[src/rtl/core/scba_pkg.sv]
// ----------------------------------------------------------------------------
// scba_pkg
// Shared types and constants for the size-class block allocator.
// ----------------------------------------------------------------------------
package scba_pkg;

  localparam int unsigned NUM_CLASSES_DEF = 4;
  localparam int unsigned MAX_BLOCKS_DEF  = 1024;

  localparam int unsigned SIZE_W   = 32;
  localparam int unsigned CNT_W    = 11;
  localparam int unsigned CFG_IDX_W = 3;

  localparam logic [CFG_IDX_W-1:0] REG_SIZE0   = 3'd0;
  localparam logic [CFG_IDX_W-1:0] REG_SIZE1   = 3'd1;
  localparam logic [CFG_IDX_W-1:0] REG_SIZE2   = 3'd2;
  localparam logic [CFG_IDX_W-1:0] REG_SIZE3   = 3'd3;
  localparam logic [CFG_IDX_W-1:0] REG_MAX_BLK = 3'd4;
  localparam logic [CFG_IDX_W-1:0] REG_QUANTUM = 3'd5;

  localparam logic [SIZE_W-1:0] SIZE0_RST = 32'd16384;
  localparam logic [SIZE_W-1:0] SIZE1_RST = 32'd65536;
  localparam logic [SIZE_W-1:0] SIZE2_RST = 32'd262144;
  localparam logic [SIZE_W-1:0] SIZE3_RST = 32'd1048576;
  localparam logic [CNT_W-1:0]  MAX_BLK_RST = 11'd1024;
  localparam logic [CNT_W-1:0]  QUANTUM_RST = 11'd128;

  localparam logic KIND_ALLOC = 1'b0;
  localparam logic KIND_FREE  = 1'b1;

  typedef enum logic [2:0] {
    ST_IDLE,
    ST_SCAN,
    ST_POP,
    ST_DONE,
    ST_FREE
  } state_t;

  // controller -> datapath
  typedef struct packed {
    logic load;
    logic scan_step;
    logic pop;
    logic take;
    logic fail;
    logic do_free;
  } cmd_t;

  // datapath -> controller
  typedef struct packed {
    logic is_free;
    logic at_end;
    logic has_stack;
    logic can_take;
  } sts_t;

endpackage

[src/rtl/core/scba_ctrl.sv]
// ----------------------------------------------------------------------------
// scba_ctrl
// Request sequencer: walks classes, steers pops, grants and frees.
// ----------------------------------------------------------------------------
module scba_ctrl
  import scba_pkg::*;
(
  input  logic clk,
  input  logic rst_n,
  input  logic start,
  output logic busy,
  input  sts_t sts,
  output cmd_t cmd
);

  state_t state_r, state_nxt;

  always_ff @(posedge clk) begin
    if (!rst_n) begin
      state_r <= ST_IDLE;
    end else begin
      state_r <= state_nxt;
    end
  end

  always_comb begin
    state_nxt = state_r;
    cmd       = '0;
    busy      = (state_r != ST_IDLE);
    unique case (state_r)
      ST_IDLE: begin
        if (start) begin
          cmd.load  = 1'b1;
          state_nxt = ST_SCAN;
        end
      end
      ST_SCAN: begin
        if (sts.is_free) begin
          cmd.do_free = 1'b1;
          state_nxt   = ST_IDLE;
        end else if (sts.at_end) begin
          cmd.fail  = 1'b1;
          state_nxt = ST_IDLE;
        end else if (sts.has_stack) begin
          cmd.pop   = 1'b1;
          state_nxt = ST_POP;
        end else if (sts.can_take) begin
          cmd.take  = 1'b1;
          state_nxt = ST_IDLE;
        end else begin
          cmd.scan_step = 1'b1;
        end
      end
      ST_POP: begin
        cmd.take  = 1'b1;
        state_nxt = ST_IDLE;
      end
      ST_DONE, ST_FREE: begin
        state_nxt = ST_IDLE;
      end
      default: state_nxt = ST_IDLE;
    endcase
  end

endmodule

[config.mk]
export PLATFORM = sky130hd
export DESIGN_NAME = scba_ctrl
export DESIGN_NICKNAME = d
export VERILOG_FILES = /design/src/rtl/core/scba_pkg.sv /design/src/rtl/core/scba_ctrl.sv
export SDC_FILE = /design/constraint.sdc
export NUM_CORES = 1
export LEC_CHECK = 0
export BUFFER_PORTS_ARGS = -buffer_cell sky130_fd_sc_hd__buf_2
export CORE_AREA = 2 2 39 41
export CTS_BUF_LIST = sky130_fd_sc_hd__clkbuf_4
export DETAILED_ROUTE_END_ITERATION = 8
export DIE_AREA = 0 0 41 43
export GPL_ROUTABILITY_DRIVEN = 1
export PLACE_DENSITY_LB_ADDON = 0.3
export SYNTH_ARGS = -nofsm -noshare
export SYNTH_HDL_FRONTEND = slang
export SYNTH_SLANG_ARGS = --single-unit
[constraint.sdc]
create_clock -name clk -period 3.9 [get_ports clk]
set_input_delay 0.78 -clock clk [delete_from_list [all_inputs] [get_ports clk]]
set_output_delay 0.78 -clock clk [all_outputs]
set_load 0.02 [all_outputs]
## Word level (Yosys, flattened, before mapping)

Cells that the tools add are included.

- Equality and inequality tests: 4
- Muxes and demuxes: 20
- Reductions and logical operators: 3

Operators with widths:

| cell | number |
|---|---|
| 2-to-1 mux 3 bit | 6 |
| 2-to-1 mux 1 bit | 9 |
| one-hot mux 3 bit (2 select lines) | 1 |
| != test 5 bit (second input constant) | 1 |
| 2-to-1 mux 2 bit | 2 |
| 2-to-1 mux 4 bit | 1 |
| equality test 3 x 1 -> 1 bit (second input constant) | 1 |
| equality test 3 x 2 -> 1 bit (second input constant) | 1 |
| zero test 3 bit | 1 |
| nonzero test 3 bit | 1 |
| != test 2 bit (second input constant) | 1 |
| one-hot mux 1 bit (2 select lines) | 1 |
| AND reduction 2 bit | 1 |

- Register bits: 3
- Bits of input ports: 7
- Output and inout port bits: 7
- Logic and storage cells: 28

## Depth between registers and ports, before layout

- Depth after elaboration: 5
- Mapped depth: 5
- Depth with buffers taken out: 5

## Worst setup path before layout

Ideal clock, no wire load.

- Path kind: input port to output port
- Start: input port sts[1] (netlist name)
- End: output port cmd[2] (netlist name)
- Arrival: 1.645 ns
- Data required time: 3.120 ns
- Path slack: 1.475 ns
- Stages on the path: 3
- Path buffers: 0
- Cell sequence: or4b_4 -> nor2_1 -> o21a_1

RTL lines:

| item | line | source |
|---|---|---|
| start, declared | scba_ctrl.sv:12 | `input sts_t sts,` |
| end, declared | scba_ctrl.sv:13 | `output cmd_t cmd` |

==> reports/qor.yml <==
worstReg2RegEnd: "state_r[0]"
holdPathStages: 2
wl_per_cell_um: 9.119
finalNetCount: 56
die_h_um: 43
post-cts-setup-buffers: 0
fp.dieW_um: 41
fin_crit_ns: 2.615
cts_max_level: 1
critPathSlowestCell: "or4b_4"
fillers: 157
fin_cells: 59
critPathCaptureType: "output pin"
worst_ep_required_time_ns: 3.12
place_ws_ns: 1.275
cts_tree: "yes"
clk_latency_ns: 0.22
max_cap_violations: 0
layout_common_cells: "13 x buf_2, 4 x inv_1, 4 x ha_1"
tightestPinTransition_ns: 0.2028
ioPinCount: 14
p_per_area_mw_per_mm2: 303.2
p_sw_frac: 0.3210
finalSetupTns_ns: 0
p_comb_frac: 0.349
root_buffer: "clkbuf_4"
maxSlewViolCount: 0
rsz0062_at_grt: "no"
gp_congestion: 0.5838
status: "finished, final reports clean"
finClkSkew_ns: 0.001387
antennaDiodeCount: 0
leakagePower_uw: 0.0001771
grt_pass1_wl_um: 765
synthToLayoutAreaGrowth_pct: 40.00
hold_viol_final: 0
worstHoldStart: "state_r[0]"
p_int_uw: 72.12
cts_hold_buf: 0
dpl_cell_area_um2: 327.8
final_common_cell: "buf_2"
initial_utilization: 0.1808
r2r_setup_slack_ns: 2.33
io_buffers: 13
drt_drc_violations_left: 0
antenna_left: 0
clkSinkCount: 2
yosysSeqAreaShare: 0.1600
stdcell_area_um2: 350.3
cts_buffers: 3
clockBufferDepth: 2
reg2reg_depth: 5
multi_input_area_um2: 187.7
largest_reg_flops: 2
seqPwrFrac: 0.228
ys_ff_latch: 2
hold_path_end: "state_r[0]"
grt_max_degree: 6
yosysWarnings: 0
start_kind: "input port"
grt.total_usage: 0.06613
fin_crit_sh: 0.6704
power_switching_uw: 34.09
power.share.clock: 0.423
core_mm2: 0.001384
drive_gt1_frac: 0.5349
antenna_found_initial: 0
drt_iter0_markers: 1
dpl.hpwl_um: 451.9
via_per_inst: 4.305
cp_top_family: "simple AND/OR/NAND/NOR gates"
worst_slack_ns: 1.285
cp_num_buf_inv: 2
ir_drop_mv: 0.07880
largest_register: "state_r"
timing.fmax_mhz: 382.4
hold_class: "flip-flop to flip-flop"
avgSynthCellArea_um2: 8.937
num_rows: 14
synthCells: 28
grt_pass1_vias: 230
reg_top3: "state_r (2)"
cp_slowest_stage_delay_ns: 0.55
cts_resized: 0
cp_max_fo: 5
dieArea_mm2: 0.001763
wirelength_um: 538
path_clk_slew_ns: 0.03
synth_nets: 39
cpMostUsedCell: "buf_2"
relSlewSlack: 0.8648
crit_chain: "buf_2, or4b_4, nor2_1, o21a_1, buf_2"
dp_cells: 56
arrival_ns: 1.83
grt_overflow: 0
vias: 254
r2r-start: "state_r[1]"
synthDistinctLibCells: 19
setup_viol: 0
dr.pass1.iters: 2
final-seq-area_um2: 40.04
netlist_area_um2: 250.2
crit_type: "input port to output pin"
==> how the worst max path moves through the flow <==
stage / cells past startpoint / endpoint / slack (ns) / start
6_report: 5 / cmd[2] / 1.29 / sts[3]
5_1_grt: 5 / cmd[2] / 1.24 / sts[1]
4_1_cts: 5 / cmd[2] / 1.27 / sts[1]
3_5_place_dp: 5 / cmd[2] / 1.28 / sts[1]
3_3_place_gp: 5 / cmd[2] / 1.28 / sts[1]
2_1_floorplan: 3 / cmd[2] / 1.48 / sts[1]
==> final cells by class <==
type | instances | share of cell area
Tap cell | 16 | 0.05714
Inverter | 4 | 0.04286
Clock buffer | 3 | 0.06429
Multi-Input combinational cell | 21 | 0.5357
Sequential cell | 2 | 0.1143
Timing Repair Buffer | 13 | 0.1857
==> tightest hold or removal path, cell delays in order, from the launching register on <==
cell and delay (ns):
dfxtp_1 0.32, nand2_1 0.08, o221ai_2 0.09
==> cells in the mapped netlist <==
cell type | n | share of area
o21a_1 | 1 | 0.030
inv_1 | 4 | 0.060
or4b_4 | 1 | 0.055
o221ai_2 | 1 | 0.060
ha_1 | 4 | 0.20
dfxtp_1 | 2 | 0.16
and3b_2 | 1 | 0.040
nand2_1 | 2 | 0.030
or4b_1 | 1 | 0.040
nand3_1 | 1 | 0.020
nor2_1 | 2 | 0.030
buf_4 | 1 | 0.030
and2_1 | 1 | 0.025
a21oi_1 | 1 | 0.020
o2111ai_2 | 1 | 0.060
nand2b_1 | 1 | 0.025
and2_2 | 1 | 0.030
a31o_2 | 1 | 0.035
and4bb_2 | 1 | 0.050
==> layer usage <==
metal / GRT usage / part of all wire
met2: 0.1219 / 0.56
met3: 0.01571 / 0.078
met4: 0.06000 / 0
met5: 0 / 0
met1: 0.04792 / 0.36
==> through the flow <==
step | util | power, uW | hold WS, ns
finish | 0.2532 | 106.2 | 0.5468
global route | 0.2532 | 114.4 | 0.5805
CTS | 0.2532 | 110.9 | 0.5560
detailed placement | 0.2369 | 62.21 | 0.5503
global placement | 0.2369 | 61.61 | 0.5509
floorplan | - | 49.80 | 0.5166
==> power groups by stage <==
stage | clock network, uW | logic (uW) | registers [uW]
2_1_floorplan | 0 | 25.7 | 24.1
3_3_place_gp | 0 | 37.0 | 24.7
3_5_place_dp | 0 | 37.7 | 24.6
4_1_cts | 48.9 | 37.8 | 24.3
5_1_grt | 49.3 | 40.5 | 24.6
6_report | 44.9 | 37.1 | 24.2
==> cells by family after synthesis <==
logic type | after synthesis | share of synthesized area
flops | 2 | 0.1600
buf+inv | 5 | 0.08999
simple gates | 12 | 0.3450
compound gates | 5 | 0.2050
fa+ha+maj | 4 | 0.2000
(Power assumes the default switching activity.)
